File: src/rtl/core/tqps_pkg.sv
// Shared types, constants and blend arithmetic for the textured quad pixel shader.
// No dependencies; every other file imports this package.
package tqps_pkg;

    localparam int TEX_DEPTH_DEF  = 16384;
    localparam int COORD_BITS_DEF = 12;

    localparam int CFG_AW   = 5;
    localparam int DX_W     = 18;   // 16*pixel - origin
    localparam int PROD_W   = 34;   // dx * axis component
    localparam int DUV_W    = 35;   // du, dv
    localparam int UV_W     = 57;   // du * reciprocal
    localparam int UV_FRAC  = 38;
    localparam int TPROD_W  = 48;   // U[38:0] * texture size
    localparam int LADDR_W  = 19;   // row * cols + tx before wrapping

    localparam int S_TDATA_W = 104;
    localparam int M_TDATA_W = 32;

    localparam logic [2:0] REG_ORIGIN_X = 3'd0;
    localparam logic [2:0] REG_ORIGIN_Y = 3'd1;
    localparam logic [2:0] REG_AXIS_COS = 3'd2;
    localparam logic [2:0] REG_AXIS_SIN = 3'd3;
    localparam logic [2:0] REG_INV_W    = 3'd4;
    localparam logic [2:0] REG_INV_H    = 3'd5;
    localparam logic [2:0] REG_COLS     = 3'd6;
    localparam logic [2:0] REG_ROWS     = 3'd7;

    localparam logic KIND_LOAD  = 1'b0;
    localparam logic KIND_SHADE = 1'b1;

    typedef struct packed {
        logic signed [16:0] origin_x;
        logic signed [16:0] origin_y;
        logic signed [15:0] axis_cos;
        logic signed [15:0] axis_sin;
        logic [20:0]        inv_quad_width;
        logic [20:0]        inv_quad_height;
        logic [8:0]         tex_cols;
        logic [8:0]         tex_rows;
    } cfg_t;

    typedef enum logic [1:0] {
        OP_NOP       = 2'd0,
        OP_WRITE     = 2'd1,
        OP_SHADE_IN  = 2'd2,
        OP_SHADE_OUT = 2'd3
    } op_t;

    typedef struct packed {
        logic full;
        logic empty;
    } q_stat_t;

    // round((dst*(255-a) + src*a) / 255); x/255 = (x + (x>>8) + 1) >> 8 for x < 65535
    function automatic logic [7:0] blend_chan(input logic [7:0] dst, input logic [7:0] src,
                                              input logic [7:0] a);
        logic [15:0] n;
        logic [16:0] x;
        logic [16:0] q;
        n = 16'(dst * (8'd255 - a)) + 16'(src * a);
        x = {1'b0, n} + 17'd127;
        q = (x + (x >> 8) + 17'd1) >> 8;
        return q[7:0];
    endfunction

endpackage

File: src/rtl/core/tqps_cfg.sv
// Configuration register file behind the APB-style port.
// Depends on tqps_pkg (cfg_t, register indexes).
module tqps_cfg
    import tqps_pkg::*;
(
    input  logic              aclk,
    input  logic              aresetn,
    input  logic              psel,
    input  logic              penable,
    input  logic              pwrite,
    input  logic [CFG_AW-1:0] paddr,
    input  logic [31:0]       pwdata,
    output logic [31:0]       prdata,
    output cfg_t              cfg
);

    cfg_t       cfg_reg;
    logic [2:0] idx;
    logic       wr;

    assign idx = paddr[4:2];
    assign wr  = psel & penable & pwrite;
    assign cfg = cfg_reg;

    always_ff @(posedge aclk) begin
        if (!aresetn) begin
            cfg_reg.origin_x        <= '0;
            cfg_reg.origin_y        <= '0;
            cfg_reg.axis_cos        <= 16'sd16384;
            cfg_reg.axis_sin        <= '0;
            cfg_reg.inv_quad_width  <= 21'd8192;
            cfg_reg.inv_quad_height <= 21'd8192;
            cfg_reg.tex_cols        <= 9'd128;
            cfg_reg.tex_rows        <= 9'd128;
        end else if (wr) begin
            case (idx)
                REG_ORIGIN_X: cfg_reg.origin_x        <= pwdata[16:0];
                REG_ORIGIN_Y: cfg_reg.origin_y        <= pwdata[16:0];
                REG_AXIS_COS: cfg_reg.axis_cos        <= pwdata[15:0];
                REG_AXIS_SIN: cfg_reg.axis_sin        <= pwdata[15:0];
                REG_INV_W:    cfg_reg.inv_quad_width  <= pwdata[20:0];
                REG_INV_H:    cfg_reg.inv_quad_height <= pwdata[20:0];
                REG_COLS:     cfg_reg.tex_cols        <= pwdata[8:0];
                REG_ROWS:     cfg_reg.tex_rows        <= pwdata[8:0];
                default: ;
            endcase
        end
    end

    always_comb begin
        case (idx)
            REG_ORIGIN_X: prdata = {15'd0, cfg_reg.origin_x};
            REG_ORIGIN_Y: prdata = {15'd0, cfg_reg.origin_y};
            REG_AXIS_COS: prdata = {16'd0, cfg_reg.axis_cos};
            REG_AXIS_SIN: prdata = {16'd0, cfg_reg.axis_sin};
            REG_INV_W:    prdata = {11'd0, cfg_reg.inv_quad_width};
            REG_INV_H:    prdata = {11'd0, cfg_reg.inv_quad_height};
            REG_COLS:     prdata = {23'd0, cfg_reg.tex_cols};
            REG_ROWS:     prdata = {23'd0, cfg_reg.tex_rows};
            default:      prdata = '0;
        endcase
    end

endmodule

File: config.mk
export PLATFORM = sky130hd
export DESIGN_NAME = tqps_cfg
export DESIGN_NICKNAME = d
export VERILOG_FILES = /design/src/rtl/core/tqps_pkg.sv /design/src/rtl/core/tqps_cfg.sv
export SDC_FILE = /design/constraint.sdc
export NUM_CORES = 1
export LEC_CHECK = 0
export BUFFER_PORTS_ARGS = -buffer_cell sky130_fd_sc_hd__buf_2
export CAP_MARGIN = 25
export CORE_MARGIN = 1
export CORE_UTILIZATION = 50
export CTS_CLUSTER_SIZE = 12
export DETAILED_ROUTE_END_ITERATION = 7
export PLACE_DENSITY_LB_ADDON = 0.1
export SETUP_SLACK_MARGIN = 0.15
export SLEW_MARGIN = 20
export SYNTH_ARGS = -nofsm -noshare
export SYNTH_HDL_FRONTEND = slang
export SYNTH_SLANG_ARGS = --single-unit
export TNS_END_PERCENT = 30
File: constraint.sdc
create_clock -name aclk -period 2.3 [get_ports aclk]
set_clock_uncertainty 0.1 [all_clocks]
set_input_delay 0.23 -clock aclk [delete_from_list [all_inputs] [get_ports aclk]]
set_output_delay 0.23 -clock aclk [all_outputs]
set_load 0.01 [all_outputs]
Yosys cells after proc, flatten, opt, wreduce, memory -nomap -nowiden
Index checks and enable logic that the tools add are counted.

operators by class
  eq/ne operators = 7
  mux-type cells = 1
  bitwise gates (word level) = 2
  reduce and logical (&&, ||, !) cells = 9

operators with widths
  operator                                             count
  one-hot mux 32 bit (8 select lines)                  1
  AND reduction 2 bit                                  8
  equality test 3 bit, second input constant           4
  equality test 3 x 2 -> 1 bit, second input constant  2
  equality test 3 x 1 -> 1 bit, second input constant  1
  zero test 3 bit                                      1
  AND 1 bit                                            2

storage, ports and cells
  flip-flop bits (word level) = 126
  output and inout bits = 158
  logic and storage cells = 27

Longest topological paths before layout
  word-level depth = 3
  mapped depth = 7
  mapped depth without buffers = 4

Least setup slack after synthesis
No wires, ideal clock.

  path type = input-to-output
  start = input paddr[3]
  end = output prdata[3]
  arrival = 1.266 ns
  data required time = 1.970 ns
  setup slack = 0.704 ns
  cell stages on the path = 6
  buffers on the path = 2
  cell sequence = buf_4 -> nor2b_1 -> buf_2 -> a221oi_1 -> a221oi_1 -> nor2_1

between the ends
  cells in the longest elaborated chain, start to end = 2

RTL lines
  element                                            line            source
  start, declared                                    tqps_cfg.sv:11  input logic [CFG_AW-1:0] paddr,
  equality test 3 bit, or another cell as far along  tqps_cfg.sv:51  case (idx)
  one-hot mux 32 bit (8 select lines) *              tqps_cfg.sv:51
  end, declared                                      tqps_cfg.sv:13  output logic [31:0] prdata,

Mark *: on every way between the ends. The rest lies on a longest branch, timed or not. The select of a mux whose other input is x is not followed.

Worst setup path after layout
  start = input paddr[3]
  end = output prdata[9]

The elaborated chain is that of the path after synthesis.

==> flow_summary.toml <==
[route]
wl_met3_mm = 1.836
first_iter_violations = 554
drc = 28
ant_nets = 0
dr.pass1.iters = 8
routed.top_layer = "met4"
wl_mm = 18.83
num_vias = 5971
wl_per_cell_um = 17.75
vias_per_cell = 5.628
wl_met2_mm = 8.452
routedLengthMet1_mm = 8.298

[logic_synthesis]
synth_top_family_by_area = "compound AO/OA/AOI/OAI gates"
avgSynthCellArea_um2 = 8.024
synthMuxAreaShare = 0.04264
synth-compound-area-share = 0.2398
post_synth_fa_ha_maj_area_fraction = 0
syn_inst = 746
seq_area_frac_synth = 0.4214
ys_ff_latch = 126
synthSimpleGateAreaFrac = 0.2178
synth-xor-area-share = 0
synth.distinct_cells = 41
netlist_area_mm2 = 0.005986
ys_warn_count = 0

[sta]
setup_ws_ns = 0.1907
worst_pin_slew_ns = 0.6755
fin_crit_sh = 0.9171
tns_ns = 0
slew_headroom = 0.5496
rsz0062_at_grt = "true"
fmax_mhz = 474.1
whs_ns = 0.02778
layout_min_cycle_time_ns = 2.109
slew_violations = 0
setup_violations = 0
hold_viol = 0

[power_and_ir_drop]
ir_drop_v = 0.0003484
total_power_mw = 5.356
leakage_nw = 3.208
p_per_area_mw_per_mm2 = 709.5

[cts]
postCtsSetupBuffers = 0
clockBufferDepth = 2
clk_latency_ns = 0.41
cts_buffers = 17
h-tree-depth = 4
cts-root-buf = "clkbuf_16"
numClockSinks = 126
cts_tree = "done"
clk_pin_slew_ns = 0.05

[cells_and_area]
final_cell_mix = "nand2_1, buf_2, dfxtp_1, a21boi_0, nor2_1"
area_delta_synth_final_pct = 26.11
seqCellArea_mm2 = 0.002522
drive_gt1_frac = 0.2669
final_core_util = 0.6527
fin_nets = 949
fill_cells = 1016
instances_no_fill = 1061
antenna-diode-count = 0
multiInputGateArea_mm2 = 0.003042
largest_register_ffs = 126
final_cell_area_mm2 = 0.007548
final_common_cell = "nand2_1"

[grt]
antenna_found_initial = 0
grt_max_degree = 127
grt_pass1_wl_mm = 29.72
grt_pass1_vias = 5439
grt.total_usage = 0.3086
grt-ovfl-total = 0

[worst_setup_path]
critPathTopFamily = "compound AO/OA/AOI/OAI gates"
cp_slowest_cell = "a222oi_1"
worstPathArrival_ns = 1.78
cp_cell_sequence = "clkbuf_4, nor2b_1, buf_4, a22o_1, a222oi_1, nor2_1, buf_2"
critical_path_class = "in2out"
required_ns = 1.97
cp-start-kind = "primary input"
worst-path-max-fanout = 16
critPathMaxStageDelay_ns = 0.49
cp-end-kind = "output port"
path_buf_inv = 3

[status]
outcome = "finished, violations left"
violations = "design-rule violations"

[place]
place_hpwl_mm = 13.22
place.gp.congestion = 0.8772
port_buffers = 175
placed_cell_area_mm2 = 0.006887
place_ws_ns = 0.1749
placed_cells = 1026

[floorplan]
die-area_mm2 = 0.01241
fp.coreArea_mm2 = 0.01156
die_w_um = 111.4
fp.dieH_um = 111.4
initial_core_util = 0.5176
ios = 200
rows = 39

[worst_hold_path]
min-delay-path-class = "in2reg"

[run]
cap_violations = 0
[cell usage after synthesis, drive strengths merged]
library cell | n | area [um2]
a211oi | 2 | 15.01
a21boi | 121 | 908.4
a21oi | 6 | 30.03
a221oi | 12 | 105.1
a222oi | 4 | 40.04
a22o | 8 | 70.07
a22oi | 2 | 15.01
a32oi | 2 | 17.52
and2 | 1 | 6.260
buf | 52 | 325.3
clkbuf | 24 | 91.33
conb | 1 | 3.750
dfxtp | 126 | 2522
inv | 13 | 48.80
mux2 | 2 | 22.52
mux2i | 21 | 210.2
mux4 | 1 | 22.52
nand2 | 237 | 889.6
nand2b | 7 | 43.79
nand3 | 6 | 30.03
nand4 | 1 | 12.51
nand4b | 1 | 23.77
nor2 | 36 | 142.6
nor2b | 12 | 75.07
nor3 | 4 | 36.29
o21ai | 21 | 105.1
o221ai | 2 | 17.52
o22a | 3 | 26.28
o22ai | 5 | 31.28
o2bb2ai | 5 | 43.79
o311a | 1 | 10.01
or2 | 4 | 25.03
or3 | 3 | 18.77
[routing by layer]
metal,up-vias,GRT usage
met4,0,0.1099
met3,18,0.08002
met2,301,0.4775
met1,2856,0.4168
li1,2796,-
met5,-,0
[kinds of logic (layout without fill, tap and decap cells)]
group                  after synthesis  count (layout)
muxes                               24              24
and+or+nand+nor                    312             312
DFF                                126             126
buffers and inverters               89             251
AOI/OAI and AO/OA                  194             194
other                                1              11
[layout make-up]
type,instances,share of cell area
clock buffer,24,0.06514
clock inverter,6,0.01425
inverter,13,0.006464
multi-input combinational,541,0.4030
sequential,126,0.3342
tap,143,0.02370
timing repair buffer,208,0.1533
[path summary, 6_finish.rpt]
path / startpoint / endpoint / slack [ns] / cells past startpoint
worst max-delay path: paddr[3] / prdata[9] / 0.19 / 7
worst min-delay path: pwdata[9] / cfg[118] / 0.03 / 3
worst max register to register: cfg[1] / cfg[1] / 1.41 / 2
worst min register to register: cfg[118] / cfg[118] / 0.36 / 2
[tightest hold or removal path: cells and delay by family]
family,cells,cell delay (ns)
buffers and inverters,1,0.15
and+or+nand+nor,1,0.07
AOI/OAI and AO/OA,1,0.05
[report_power, final]
group	switching [mW]	internal [mW]
sequential	0.0138	2.20
clock	0.939	1.80
combinational	0.248	0.150
[what timing repair did]
action,4_1_cts,5_1_grt
hold buffers,5,0
resized for setup,0,4
endpoints found under the hold margin,9,0
setup endpoints to repair,0,9
(Power assumes the default switching activity.)
