## src/rtl/core/tqps_pkg.sv

```systemverilog
// Shared types, constants and blend arithmetic for the textured quad pixel shader.
// No dependencies; every other file imports this package.
package tqps_pkg;

    localparam int TEX_DEPTH_DEF  = 16384;
    localparam int COORD_BITS_DEF = 12;

    localparam int CFG_AW   = 5;
    localparam int DX_W     = 18;   // 16*pixel - origin
    localparam int PROD_W   = 34;   // dx * axis component
    localparam int DUV_W    = 35;   // du, dv
    localparam int UV_W     = 57;   // du * reciprocal
    localparam int UV_FRAC  = 38;
    localparam int TPROD_W  = 48;   // U[38:0] * texture size
    localparam int LADDR_W  = 19;   // row * cols + tx before wrapping

    localparam int S_TDATA_W = 104;
    localparam int M_TDATA_W = 32;

    localparam logic [2:0] REG_ORIGIN_X = 3'd0;
    localparam logic [2:0] REG_ORIGIN_Y = 3'd1;
    localparam logic [2:0] REG_AXIS_COS = 3'd2;
    localparam logic [2:0] REG_AXIS_SIN = 3'd3;
    localparam logic [2:0] REG_INV_W    = 3'd4;
    localparam logic [2:0] REG_INV_H    = 3'd5;
    localparam logic [2:0] REG_COLS     = 3'd6;
    localparam logic [2:0] REG_ROWS     = 3'd7;

    localparam logic KIND_LOAD  = 1'b0;
    localparam logic KIND_SHADE = 1'b1;

    typedef struct packed {
        logic signed [16:0] origin_x;
        logic signed [16:0] origin_y;
        logic signed [15:0] axis_cos;
        logic signed [15:0] axis_sin;
        logic [20:0]        inv_quad_width;
        logic [20:0]        inv_quad_height;
        logic [8:0]         tex_cols;
        logic [8:0]         tex_rows;
    } cfg_t;

    typedef enum logic [1:0] {
        OP_NOP       = 2'd0,
        OP_WRITE     = 2'd1,
        OP_SHADE_IN  = 2'd2,
        OP_SHADE_OUT = 2'd3
    } op_t;

    typedef struct packed {
        logic full;
        logic empty;
    } q_stat_t;

    // round((dst*(255-a) + src*a) / 255); x/255 = (x + (x>>8) + 1) >> 8 for x < 65535
    function automatic logic [7:0] blend_chan(input logic [7:0] dst, input logic [7:0] src,
                                              input logic [7:0] a);
        logic [15:0] n;
        logic [16:0] x;
        logic [16:0] q;
        n = 16'(dst * (8'd255 - a)) + 16'(src * a);
        x = {1'b0, n} + 17'd127;
        q = (x + (x >> 8) + 17'd1) >> 8;
        return q[7:0];
    endfunction

endpackage

```

## src/rtl/core/tqps_queue.sv

```systemverilog
// Short register FIFO that decouples the front pipeline from the texture back end.
// Depends on tqps_pkg (q_stat_t).
module tqps_queue
    import tqps_pkg::*;
#(
    parameter int W     = 8,
    parameter int DEPTH = 4,
    localparam int PW   = $clog2(DEPTH)
) (
    input  logic         aclk,
    input  logic         aresetn,
    input  logic         push,
    input  logic [W-1:0] wdata,
    input  logic         pop,
    output logic [W-1:0] rdata,
    output q_stat_t      stat
);

    logic [W-1:0] mem_reg [DEPTH];
    logic [PW-1:0] wp_reg, rp_reg;
    logic [PW:0]   cnt_reg;

    assign stat.full  = (cnt_reg == (PW+1)'(DEPTH));
    assign stat.empty = (cnt_reg == '0);
    assign rdata      = mem_reg[rp_reg];

    always_ff @(posedge aclk) begin
        if (!aresetn) begin
            wp_reg  <= '0;
            rp_reg  <= '0;
            cnt_reg <= '0;
        end else begin
            if (push) begin
                wp_reg <= (wp_reg == PW'(DEPTH - 1)) ? '0 : wp_reg + 1'b1;
            end
            if (pop) begin
                rp_reg <= (rp_reg == PW'(DEPTH - 1)) ? '0 : rp_reg + 1'b1;
            end
            cnt_reg <= cnt_reg + (PW+1)'(push) - (PW+1)'(pop);
        end
    end

    always_ff @(posedge aclk) begin
        if (push) begin
            mem_reg[wp_reg] <= wdata;
        end
    end

endmodule

```

## config.mk

```make
export PLATFORM = sky130hd
export DESIGN_NAME = tqps_queue
export DESIGN_NICKNAME = d
export VERILOG_FILES = /design/src/rtl/core/tqps_pkg.sv /design/src/rtl/core/tqps_queue.sv
export SDC_FILE = /design/constraint.sdc
export NUM_CORES = 1
export LEC_CHECK = 0
export ABC_CLOCK_PERIOD_IN_PS = 4300
export BUFFER_PORTS_ARGS = -buffer_cell sky130_fd_sc_hd__clkbuf_2
export CAP_MARGIN = 30
export CELL_PAD_IN_SITES_DETAIL_PLACEMENT = 0
export CELL_PAD_IN_SITES_GLOBAL_PLACEMENT = 1
export CORE_ASPECT_RATIO = 0.7
export CORE_MARGIN = 2
export CORE_UTILIZATION = 50
export CTS_CLUSTER_SIZE = 24
export DETAILED_ROUTE_END_ITERATION = 10
export PLACE_DENSITY = 0.89
export SETUP_SLACK_MARGIN = 0.3
export SLEW_MARGIN = 5
export SYNTH_ARGS = -nofsm -noshare
export SYNTH_HDL_FRONTEND = slang
export SYNTH_SLANG_ARGS = --single-unit
```

## constraint.sdc

```tcl
create_clock -name aclk -period 4.3 [get_ports aclk]
set_input_delay 0.86 -clock aclk [delete_from_list [all_inputs] [get_ports aclk]]
set_output_delay 0.86 -clock aclk [all_outputs]
set_load 0.05 [all_outputs]
```

Word-level counts from Yosys, hierarchy flattened
Memories as Yosys holds them, arrays and structs flattened. A register that Yosys moved wholly into a read port is not among the register bits.
Cells that the tools add are included.
{"block": "totals", "regBits": 7, "ramBits": 32, "memories": 1}
{"name": "mem_reg", "words": 4, "word_bits": 8, "rd": 1, "rd_clocked_by_memory_dff": 1, "wr": 1, "line_no": "tqps_queue.sv:19", "text": "logic [W-1:0] mem_reg [DEPTH];"}
{"block": "op_classes", "add_sub_neg": 4, "n_eq_ne": 3, "muxes": 6, "n_reduce_logical": 1}
{"op": "2-bit two-way mux", "n": 4}
{"op": "2-bit by 1-bit adder with 2-bit output, second input constant", "n": 2}
{"op": "2-bit == test, second input constant", "n": 2}
{"op": "3-bit by 1-bit adder with 3-bit output", "n": 1}
{"op": "3-bit == test, second input constant", "n": 1}
{"op": "3-bit logical NOT", "n": 1}
{"op": "3-bit by 1-bit subtractor with 3-bit output", "n": 1}
{"op": "1-bit two-way mux", "n": 2}

Depth between registers and ports, before layout
Gate-level depths: netlist (run 1).
{"block": "depth", "depth_word": 4, "depth_mapped": 7}

Worst setup path before layout (run 1)
No wires, ideal clock.
{"block": "synth_path", "path_type": "flip-flop to output port", "startpoint": "register cnt_reg[1]", "endpoint": "output stat[0] (netlist bit)", "arrival_time_ps": 1397, "path_slack_ps": 2043, "path_stages_with_launch": 2, "cell_sequence": "dfxtp_1 > nor3_1"}
{"element": "from (decl)", "line_no": "tqps_queue.sv:21", "text": "logic [PW:0] cnt_reg;"}
{"element": "from (signal assigned)", "line_no": "tqps_queue.sv:39", "text": "cnt_reg <= cnt_reg + (PW+1)'(push) - (PW+1)'(pop);"}
{"element": "to (decl)", "line_no": "tqps_queue.sv:16", "text": "output q_stat_t stat"}

==> summary.md, run 1 <==
| Metric | Value |
|---|---|
| Sink of the worst hold path | wp_reg[0]$_SDFFE_PN0P_ |
| Max-cap violations | 0 |
| Synth top area share | ~59% |
| CP Capture Type | output pin |
| # IOs | 22 |
| Crit path launch type | flip-flop |
| Via Count | just under 800 |
| Core area | between 0.003 and 0.004 mm² |
| Port bufs | 21 |
| Gr usage total | between 10% and 20% |
| Worst Hold Launch | wp_reg[0]$_SDFFE_PN0P_ |
| Fmax | 378 MHz |
| Biggest area consumer among synthesized cells | edfxtp_1 |
| Rows | 17 |
| CTS Sinks | approximately 40 |
| Remaining antenna violation count | 0 |
| Drt total wl | between 2 and 2.5 mm |
| Largest net degree at the start of global routing | 13 |
| FF+latch count, synth | between 40 and 50 |
| Crit Path Class | flip-flop to output pin |
| Worst slew margin | 62.6% |
| P_leak | around 0.7 nW |
| CTS buffer count | 5 |
| H-tree Lvls | 2 |
| Number of global-route vias before repair | 865 |
| Count of cell types in the netlist | 17 |
| Filler cells | about 240 |
| Fin. Hold Viols | 0 |
| Worst vdd ir | between 0.2 and 0.25 mV |
| First-pass GRT wire length | between 3 and 4 mm |
| Die height | just over 50 µm |
| Post-DP HPWL | around 1.8 mm |
| Mapped Nets | 106 |
| Initial antenna violation count | 0 |
| R2R Setup Slk | around 2.7 ns |
| Starting Density | roughly half |
| Critical register-to-register path startpoint | cnt_reg[0]$_SDFF_PN0_ |
| Post-synthesis sequential area ratio | between 70% and 80% |
| WL/cell | approximately 16 µm |
| # DRC | 0 |
| Setup_tns | 0 ns |
| TritonCTS clock tree | done |
| Syn Inst Count | 86 |
| Hold Slack | 0.528 ns |
| Final worst slack | 1.65 ns |
| CP arrival | between 1.5 and 2 ns |
| Final Cycle Share | approximately 60% |
| Area contributors post-synth | edfxtp_1 (59%), dfxtp_1 (11%), mux4_2 (11%) |
| Via density | 5.20 |
| Clk buf depth | 2 |
| Largest register FFs | 32 |
| Worst-Margin Slew | 0.561 ns |
| Average size of a mapped cell | about 19 µm² |
| # nets final | between 100 and 150 |
| Diode count | 0 |
| Area of the multi-input gates | ~430 µm² |
| Layout cells sized above 1 | a little under a third |
| Mapped Area | 0.00162 mm² |
| Gr ovfl total | 0 |
| Die span in x | 71.9 µm |
| Drt first-iter violations | 43 |
| Overall power | between 0.8 and 0.9 mW |
| Fin crit period | 2.65 ns |
| CTS Root Cell | clkbuf_8 |
| R2r endpoint | cnt_reg[2]$_SDFF_PN0_ |
| Clock slew at reported path FFs | 0.07 ns |
| Die area | 0.00371 mm² |
| DRT Pass-1 Iters | 5 |
| R2r worst-path depth | 7 |
| Post-cts sizing count | 0 |
| Hold depth | 2 |
| Pre-CTS setup slack | a little under 2 ns |
| Critical Path RT | about 3.4 ns |
| Reg area | 0.00114 mm² |
| Clock skew | 0.00174 ns |
| Pwr/cell area | roughly 480 mW/mm² |
| RSZ-0062 raised after global routing | no |
| Setup violations, final | 0 |
| Pins Over Slew Limit | 0 |
| Type of the most critical hold path | flip-flop to flip-flop |
| Synth Warn # | 0 |
| Skew-Pair Late Insertion Delay | approximately 0.28 ns |
| Area added between synthesis and finish | 14.0% |
| Crit path max fanout | 8 |
| Run status | complete, no violations |
| Post-CTS Hold Buffers | 0 |
| GP Congestion | roughly 0.76 |
| Post-CTS Setup Bufs | 0 |
[report_power, final]
part | leakage, nW | internal (mW) | total, mW | switching (mW)
clock | 0.0455 | 0.131 | 0.246 | 0.115
combinational | 0.287 | 0.0585 | 0.160 | 0.101
sequential | 0.368 | 0.452 | 0.470 | 0.0179
total | 0.700 | 0.641 | 0.875 | 0.234
[placed cells by master, fill, tap and decap left out]
cell / Yosys / layout
edfxtp_1: 32 / 32
clkbuf_2: 1 / 21
dfxtp_1: 9 / 9
mux4_2: 8 / 8
inv_1: 7 / 7
ha_1: 7 / 7
and2_1: 6 / 6
clkbuf_8: 0 / 6
nor2_1: 3 / 3
or3b_1: 2 / 2
nand2b_1: 2 / 2
a21oi_1: 2 / 2
mux2i_1: 2 / 2
clkbuf_1: 0 / 2
nor3_1: 1 / 1
and3_1: 1 / 1
xor3_1: 1 / 1
fa_1: 1 / 1
[worst max-delay path by stage]
stage	from	to	slack (ns)
3_5_place_dp	flip-flop	rdata[7]	1.92
5_1_grt	flip-flop	rdata[0]	1.53
3_3_place_gp	flip-flop	rdata[7]	1.94
6_report	flip-flop	rdata[3]	1.65
4_1_cts	flip-flop	rdata[7]	1.61
2_1_floorplan	cnt_reg[1]$_SDFF_PN0_	stat[0]	2.04
[final cells by class]
cell class	instances	share of cell area (%)
clock buffer	8	4.89
sequential	41	62.0
tap	38	2.58
timing repair buffer	21	5.71
multi-input combinational	36	23.4
inverter	7	1.43
[critical path, cell delays in order, from the launching register on]
cell and delay, ns:
dfxtp_1 0.68, mux4_2 0.58, clkbuf_2 0.25
[kinds of logic after synthesis]
logic type / Yosys count / synth area share (%)
adders and majority gates: 8 / 6.66
muxes: 10 / 12.4
DFF: 41 / 70.6
AOI/OAI and AO/OA: 2 / 0.620
buffers and inverters: 9 / 2.63
xor gates and xnor gates: 1 / 1.47
and+or+nand+nor: 15 / 5.58
[synth_stat cells (all sizes together)]
library cell  count
dfxtp             9
a21oi             2
fa                1
and3              1
inv               7
edfxtp           32
buf               1
nor3              1
and2              6
nor2              3
mux2i             2
xor3              1
ha                7
or3b              2
nand2b            2
clkbuf            1
mux4              8
[stage by stage]
stage	std cells	util, %	instance area, µm²
final	151	58.9	1840
after global routing	151	58.9	1840
after CTS	151	58.9	1840
after detailed placement	143	56.0	1750
after global placement	143	56.0	1750
after floorplan	86	-	1620
[metal layers]
layer  wire (µm)  global-route usage [%]  vias up
met1        1040                    17.6      394
met3          95                    6.59        4
li1            -                       -      373
met2        1290                    26.9       14
met5           0                       0        -
met4          25                    4.72        0
(Power assumes the default switching activity.)
==> inputs of run 2 (changes only) <==
--- a/config.mk
+++ b/config.mk
@@ -5,17 +5,18 @@
 export SDC_FILE = /design/constraint.sdc
 export NUM_CORES = 1
 export LEC_CHECK = 0
-export ABC_CLOCK_PERIOD_IN_PS = 4300
+export ABC_AREA = 1
+export ABC_CLOCK_PERIOD_IN_PS = 2570
 export BUFFER_PORTS_ARGS = -buffer_cell sky130_fd_sc_hd__clkbuf_2
 export CAP_MARGIN = 30
 export CELL_PAD_IN_SITES_DETAIL_PLACEMENT = 0
 export CELL_PAD_IN_SITES_GLOBAL_PLACEMENT = 1
 export CORE_ASPECT_RATIO = 0.7
 export CORE_MARGIN = 2
-export CORE_UTILIZATION = 50
+export CORE_UTILIZATION = 45
 export CTS_CLUSTER_SIZE = 24
 export DETAILED_ROUTE_END_ITERATION = 10
-export PLACE_DENSITY = 0.89
+export PLACE_DENSITY = 0.86
 export SETUP_SLACK_MARGIN = 0.3
 export SLEW_MARGIN = 5
 export SYNTH_ARGS = -nofsm -noshare
==> constraint.sdc (replaced) <==
create_clock -name aclk -period 2.57 [get_ports aclk]
set_input_delay 0.514 -clock aclk [delete_from_list [all_inputs] [get_ports aclk]]
set_output_delay 0.514 -clock aclk [all_outputs]
set_load 0.05 [all_outputs]
==> summary.md, run 2 <==
| Metric | Value |
|---|---|
| Sw Ratio | 29.0% (was 26.8%) |
| Clock slew at reported path FFs | 0.08 ns (was 0.07 ns) |
| Via Count | 1101 (was 785) |
| Crit path max fanout | 16 (was 8) |
| Post-synthesis sequential area ratio | 65.7% (was 70.6%) |
| Rows | 18 (was 17) |
| Worst-Margin Slew | 0.583 ns (was 0.561 ns) |
| Biggest area consumer among synthesized cells | edfxtp_1 (unchanged) |
| Pre-CTS setup slack | 0.770 ns (was 1.92 ns) |
| H-tree Lvls | 2 (unchanged) |
| Gr ovfl total | 0 (unchanged) |
| Worst vdd ir | 0.381 mV (was 0.232 mV) |
| Critical Path RT | 2.06 ns (was 3.44 ns) |
| Final worst slack | 0.490 ns (was 1.65 ns) |
| Initial antenna violation count | 0 (unchanged) |
| Pwr/cell area | 805 mW/mm² (was 475 mW/mm²) |
| Die area | 0.00438 mm² (was 0.00371 mm²) |
| Crit Path Class | flip-flop to output pin (unchanged) |
| Filler cells | 312 (was 242) |
| CTS buffer count | 5 (unchanged) |
| Drt first-iter violations | 77 (was 43) |
| Post-DP HPWL | 1.84 mm (was 1.82 mm) |
| Area added between synthesis and finish | 13.4% (was 14.0%) |
| Final Cycle Share | between 80% and 90% |
| # IOs | 22 (unchanged) |
| Inst Count DP | 218 (was 143) |
| TritonCTS clock tree | done (unchanged) |
| Leading cell type by number of instances after synthesis | edfxtp_1 (unchanged) |
| Post-CTS Hold Buffers | 0 (unchanged) |
| Syn Inst Count | 152 (was 86) |
| # DRC | 0 (unchanged) |
| Most common cell after layout, fill and taps aside | edfxtp_1 (unchanged) |
| Synth Flop Type | edfxtp_1 (unchanged) |
| Average size of a mapped cell | 11.4 µm² (was 18.8 µm²) |
| Core area | 0.00360 mm² (was 0.00313 mm²) |
| Crit path launch type | flip-flop (unchanged) |
| EDFF count, synth | 32 (unchanged) |
| Clock skew | 0.00593 ns (was 0.00174 ns) |
| Area contributors post-synth | edfxtp_1 (55%), dfxtp_1 (10%), inv_1 (6.7%) (was edfxtp_1 (59%), dfxtp_1 (11%), mux4_2 (11%)) |
| Count of cell types in the netlist | 18 (was 17) |
| # nets final | 195 (was 132) |
| Pins Over Slew Limit | 0 (unchanged) |
| Combinational Power Share | 18.2% (was 18.3%) |
| Synth top cells by count | edfxtp_1 (32), inv_1 (31), nand2_1 (27) (was edfxtp_1 (32), dfxtp_1 (9), mux4_2 (8)) |
| Mapped Nets | 172 (was 106) |
| Via density | 4.87 (was 5.20) |
| Die height | 56.0 µm (was 51.6 µm) |
| Remaining antenna violation count | 0 (unchanged) |
| Post-cts sizing count | 0 (unchanged) |
| DRT Pass-1 Iters | 4 (was 5) |
| CP arrival | 1.57 ns (was 1.79 ns) |
| Finished Layout Cells | 226 (was 151) |
| Skew-Pair Late Insertion Delay | 0.29 ns (was 0.28 ns) |
| Worst slew margin | 61.1% (was 62.6%) |
| Gr usage total | 14.4% (was 15.5%) |
| Fin crit period | ~2.1 ns |
| Synth Warn # | 0 (unchanged) |
| GP Congestion | 0.744 (was 0.761) |
| Critical register-to-register path startpoint | cnt_reg[0]$_SDFF_PN0_ (unchanged) |
| Setup violations, final | 0 (unchanged) |
| Die span in x | 78.3 µm (was 71.9 µm) |
| Mapped Area | 0.00174 mm² (was 0.00162 mm²) |
| Run status | complete, no violations (unchanged) |
| WL/cell | 12.1 µm (was 16.2 µm) |
| Layout cells sized above 1 | 17.6% (was 31.0%) |
| Fin. Hold Viols | 0 (unchanged) |
| Setup_tns | 0 ns (unchanged) |
| Number of global-route vias before repair | 1011 (was 865) |
| CTS Root Cell | clkbuf_8 (unchanged) |
| Type of the most critical hold path | input pin to flip-flop (was flip-flop to flip-flop) |
| Fmax | between 400 and 500 MHz |
| Asr flop ratio synth | 0% (unchanged) |
| Drt total wl | 2.73 mm (was 2.44 mm) |
| RSZ-0062 raised after global routing | no (unchanged) |
| P_leak | 0.860 nW (was 0.700 nW) |
| Largest net degree at the start of global routing | 33 (was 13) |
| Most frequent cells in the layout | edfxtp_1 (32), inv_1 (31), nand2_1 (27) (was edfxtp_1 (32), clkbuf_2 (21), dfxtp_1 (9)) |
| Largest register FFs | 32 (unchanged) |
| First-pass GRT wire length | 4.75 mm (was 3.97 mm) |
| Max-cap violations | 0 (unchanged) |
| Worst Hold Launch | wdata[0] (was wp_reg[0]$_SDFFE_PN0P_) |
| R2R Setup Slk | 1.00 ns (was 2.66 ns) |
| Cell Int Power | 1.13 mW (was 0.641 mW) |
| NetSw | 0.460 mW (was 0.234 mW) |
| FF+latch count, synth | 41 (unchanged) |
| Clk buf depth | 2 (unchanged) |
| Port bufs | 21 (unchanged) |
| CP Capture Type | output pin (unchanged) |
| Post-CTS Setup Bufs | 0 (unchanged) |
| Synth top area share | 55.3% (was 59.5%) |
| Clk pwr share | 32.2% (was 28.1%) |
| Starting Density | 48.2% (was 51.7%) |
| CTS Sinks | 41 (unchanged) |
| Seq pwr share | 49.5% (was 53.7%) |
| Diode count | 0 (unchanged) |
-- run 2: cell types whose count changed in the layout (fill, tap and decap cells not counted), moves of 8 or more --
cell,change
o211ai_1,+8
mux4_2,-8
inv_1,+24
a21oi_1,+8
nand2_1,+27
o21ai_0,+8
-- run 2: worst max-delay path, cell delays in order, from the launching register on --
cell and delay, ns:
dfxtp_1 0.70, o211ai_1 0.18, nand2_1 0.12, clkbuf_2 0.28
-- run 2: worst paths after layout --
| kind | endpoint | cells after the start |
|---|---|---|
| setup reg to reg | cnt_reg[2]$_SDFF_PN0_ | 7 |
| hold reg to reg | rp_reg[0]$_SDFFE_PN0P_ | 2 |
| setup / recovery | rdata[4] | 3 |
| hold / removal | mem_reg[2][0]$_DFFE_PP_ | 1 |
-- run 2: metrics by stage --
stage	area, µm²	power [mW]	hold WS, ns	util (%)
final	1970	1.59	0.442	54.7
after global routing	1970	1.66	0.435	54.7
after CTS	1970	1.59	0.440	54.7
after detailed placement	1860	1.09	0.524	51.5
after global placement	1860	1.08	0.495	51.5
after floorplan	1740	1.03	0.471	-
-- run 2: layout make-up --
class                           instances  area, µm²  area share, %
Multi-Input combinational cell         74        423           21.5
Timing Repair Buffer                   22        113           5.71
Clock inverter                          3       46.3           2.35
Sequential cell                        41       1140           57.9
Clock buffer                            5       68.8           3.49
Tap cell                               50       62.6           3.17
Inverter                               31        116           5.90
-- run 2: power groups by stage --
stage / clock [mW] / sequential [mW] / combinational (mW)
after global routing: 0.543 / 0.792 / 0.325
after CTS: 0.516 / 0.786 / 0.292
after detailed placement: 0 / 0.801 / 0.292
after global placement: 0 / 0.798 / 0.283
final: 0.511 / 0.786 / 0.289
after floorplan: 0 / 0.791 / 0.237
-- run 2: cells by family (layout without fill, tap and decap cells) --
kind of cell / count (synthesis) / after routing / synth area share [%]
fa+ha+maj: 8 / 8 / 6.19
simple gates: 37 / 37 / 8.21
buf+inv: 37 / 61 / 10.0
flops: 41 / 41 / 65.7
compound gates: 28 / 28 / 9.43
xor+xnor: 1 / 1 / 0.504
-- run 2: metal layers --
metal / share of wire [%] / GRT usage [%] / vias up
met1: 47 / 19.4 / 520
met3: 4.7 / 4.38 / 6
met2: 47 / 22.5 / 29
met4: 1.1 / 4.51 / 0
li1: - / - / 546
met5: 0 / 0 / -
==> inputs of run 3 (changes only) <==
--- a/config.mk
+++ b/config.mk
@@ -6,7 +6,7 @@
 export NUM_CORES = 1
 export LEC_CHECK = 0
 export ABC_AREA = 1
-export ABC_CLOCK_PERIOD_IN_PS = 2570
+export ABC_CLOCK_PERIOD_IN_PS = 2000
 export BUFFER_PORTS_ARGS = -buffer_cell sky130_fd_sc_hd__clkbuf_2
 export CAP_MARGIN = 30
 export CELL_PAD_IN_SITES_DETAIL_PLACEMENT = 0
==> constraint.sdc (replaced) <==
create_clock -name aclk -period 2 [get_ports aclk]
set_input_delay 0.4 -clock aclk [delete_from_list [all_inputs] [get_ports aclk]]
set_output_delay 0.4 -clock aclk [all_outputs]
set_load 0.05 [all_outputs]
==> summary.md, run 3 (synthesis results as in run 2) <==
| Metric | Value |
|---|---|
| # DRC | 0 (unchanged) |
| Crit path max fanout | 16 (unchanged) |
| Area added between synthesis and finish | 20.2% (was 13.4%) |
| Clk buf depth | 2 (unchanged) |
| Max-cap violations | 0 (unchanged) |
| Starting Density | 48.2% (unchanged) |
| Crit path launch type | flip-flop (unchanged) |
| Clock skew | 0.00231 ns (was 0.00593 ns) |
| Type of the most critical hold path | input pin to flip-flop (unchanged) |
| Setup violations, final | 0 (unchanged) |
| First-pass GRT wire length | 4.40 mm (was 4.75 mm) |
| Clock slew at reported path FFs | 0.07 ns (was 0.08 ns) |
| Stages on worst setup path | 4 (was 3) |
| CTS Root Cell | clkbuf_8 (unchanged) |
| P_leak | 0.903 nW (was 0.860 nW) |
| # IOs | 22 (unchanged) |
| Rows | 18 (unchanged) |
| WL/cell | 12.0 µm (was 12.1 µm) |
| Cells along the critical path | clkbuf_16, o211ai_1, nand2_1, buf_8 (was o211ai_1, nand2_1, clkbuf_2) |
| Drt first-iter violations | 87 (was 77) |
| CP Capture Type | output pin (unchanged) |
| Final worst slack | 0.324 ns (was 0.490 ns) |
| Via density | 4.66 (was 4.87) |
| Skew-Pair Late Insertion Delay | 0.28 ns (was 0.29 ns) |
| Critical Path RT | 1.60 ns (was 2.06 ns) |
| Seq pwr share | 48.4% (was 49.5%) |
| RSZ-0062 raised after global routing | yes (was no) |
| Die area | 0.00438 mm² (unchanged) |
| Worst vdd ir | 0.636 mV (was 0.381 mV) |
| NetSw | 0.577 mW (was 0.460 mW) |
| Die span in x | 78.3 µm (unchanged) |
| Worst Hold Launch | wdata[5] (was wdata[0]) |
| Pins Over Slew Limit | 0 (unchanged) |
| CTS buffer count | 5 (unchanged) |
| Largest net degree at the start of global routing | 33 (unchanged) |
| CP arrival | 1.28 ns (was 1.57 ns) |
| Crit-path max cell delay | 0.37 ns (was 0.70 ns) |
| Sw Ratio | 27.8% (was 29.0%) |
| Setup_tns | 0 ns (unchanged) |
| Die height | 56.0 µm (unchanged) |
| Top Family by Delay on Critical Path | flip-flops (unchanged) |
| Fmax | 597 MHz |
| Number of global-route vias before repair | 1033 (was 1011) |
| Cell Int Power | 1.50 mW (was 1.13 mW) |
| Post-DP HPWL | 1.83 mm (was 1.84 mm) |
| Crit-path slowest cell | dfxtp_4 (was dfxtp_1) |
| Hold Slack | 0.329 ns (was 0.442 ns) |
| Most common cell after layout, fill and taps aside | edfxtp_1 (unchanged) |
| CP bufs+invs | 2 (was 1) |
| GP Congestion | 0.803 (was 0.744) |
| H-tree Lvls | 2 (unchanged) |
| Most frequent cells in the layout | edfxtp_1 (32), inv_1 (31), nand2_1 (27) (unchanged) |
| Critical register-to-register path startpoint | cnt_reg[0]$_SDFF_PN0_ (unchanged) |
| Inst Count DP | 219 (was 218) |
| Pwr/cell area | 995 mW/mm² (was 805 mW/mm²) |
| Port bufs | 21 (unchanged) |
| Layout cells sized above 1 | 19.7% (was 17.6%) |
| Gr usage total | 13.3% (was 14.4%) |
| Fin. Hold Viols | 0 (unchanged) |
| Post-CTS Hold Buffers | 0 (unchanged) |
| Largest register FFs | 32 (unchanged) |
| Finished Layout Cells | 228 (was 226) |
| R2r worst-path depth | 7 (unchanged) |
| Fin crit period | around 1.7 ns |
| Final Cycle Share | a little over four fifths |
| CTS Sinks | 41 (unchanged) |
| Via Count | 1062 (was 1101) |
| DRT Pass-1 Iters | 4 (unchanged) |
| Overall power | 2.08 mW (was 1.59 mW) |
| Diode count | 0 (unchanged) |
| Remaining antenna violation count | 0 (unchanged) |
| Worst-Margin Slew | 0.391 ns (was 0.583 ns) |
| Drt total wl | 2.74 mm (was 2.73 mm) |
| # nets final | 197 (was 195) |
| Crit Path Class | flip-flop to output pin (unchanged) |
| Clk pwr share | 30.0% (was 32.2%) |
| Core area | 0.00360 mm² (unchanged) |
| Combinational Power Share | 21.6% (was 18.2%) |
| Initial antenna violation count | 0 (unchanged) |
| TritonCTS clock tree | done (unchanged) |
| Gr ovfl total | 0 (unchanged) |
| Worst slew margin | 73.9% (was 61.1%) |
| Run status | complete, no violations (unchanged) |
| Pre-CTS setup slack | 0.303 ns (was 0.770 ns) |
| Hold depth | 1 (unchanged) |
run 3: worst paths after layout:
kind | to | slack [ns]
worst min-delay path | mem_reg[1][5]$_DFFE_PP_ | 0.33
worst min register to register | flip-flop | 0.51
worst max-delay path | rdata[7] | 0.32
worst max register to register | cnt_reg[2]$_SDFF_PN0_ | 0.42
run 3: power by group through the flow:
| stage | Combinational (mW) | Clock (mW) | Sequential, mW |
|---|---|---|---|
| floorplan | 0.307 | 0 | 1.02 |
| detailed placement | 0.387 | 0 | 1.02 |
| global placement | 0.374 | 0 | 1.02 |
| finish | 0.449 | 0.623 | 1.01 |
| global route | 0.491 | 0.672 | 1.01 |
| CTS | 0.417 | 0.637 | 1.00 |
run 3: area by class of cell:
class	count	area, µm²
clock buffers	6	72.6
clock inverters	2	33.8
fillers	290	1520
inverters	31	116
multi-input cells	74	435
flip-flops and latches	41	1140
well taps	50	62.6
repair buffers	24	223
run 3: what timing repair did:
action | in CTS | in global routing
hold endpoints to repair | 0 | 0
cloned | 0 | 1
pin swaps | 0 | 6
resized for setup | 14 | 23
endpoints found under the setup margin | 8 | 8
setup buffers | 0 | 0
run 3: per-layer routing:
metal  GRT usage (%)  vias to the layer above  share of wire, %
met5               0                        -                 0
met4            5.76                        0              0.91
met3            4.22                        4               4.9
met2            22.3                       24                49
met1            15.8                      486                45
li1                -                      548                 -
run 3: worst register-to-register path, cell delays in order (launching register included):
cell	delay, ns
dfxtp_1	0.37
inv_1	0.05
ha_1	0.27
inv_1	0.04
ha_1	0.18
fa_1	0.38
a21oi_1	0.13
nor2_1	0.06
run 3: stage by stage:
step                utilization [%]  instance area [µm²]
global route                   58.0                 2090
finish                         58.0                 2090
CTS                            56.3                 2030
detailed placement             51.8                 1870
global placement               51.8                 1870
floorplan                         -                 1740
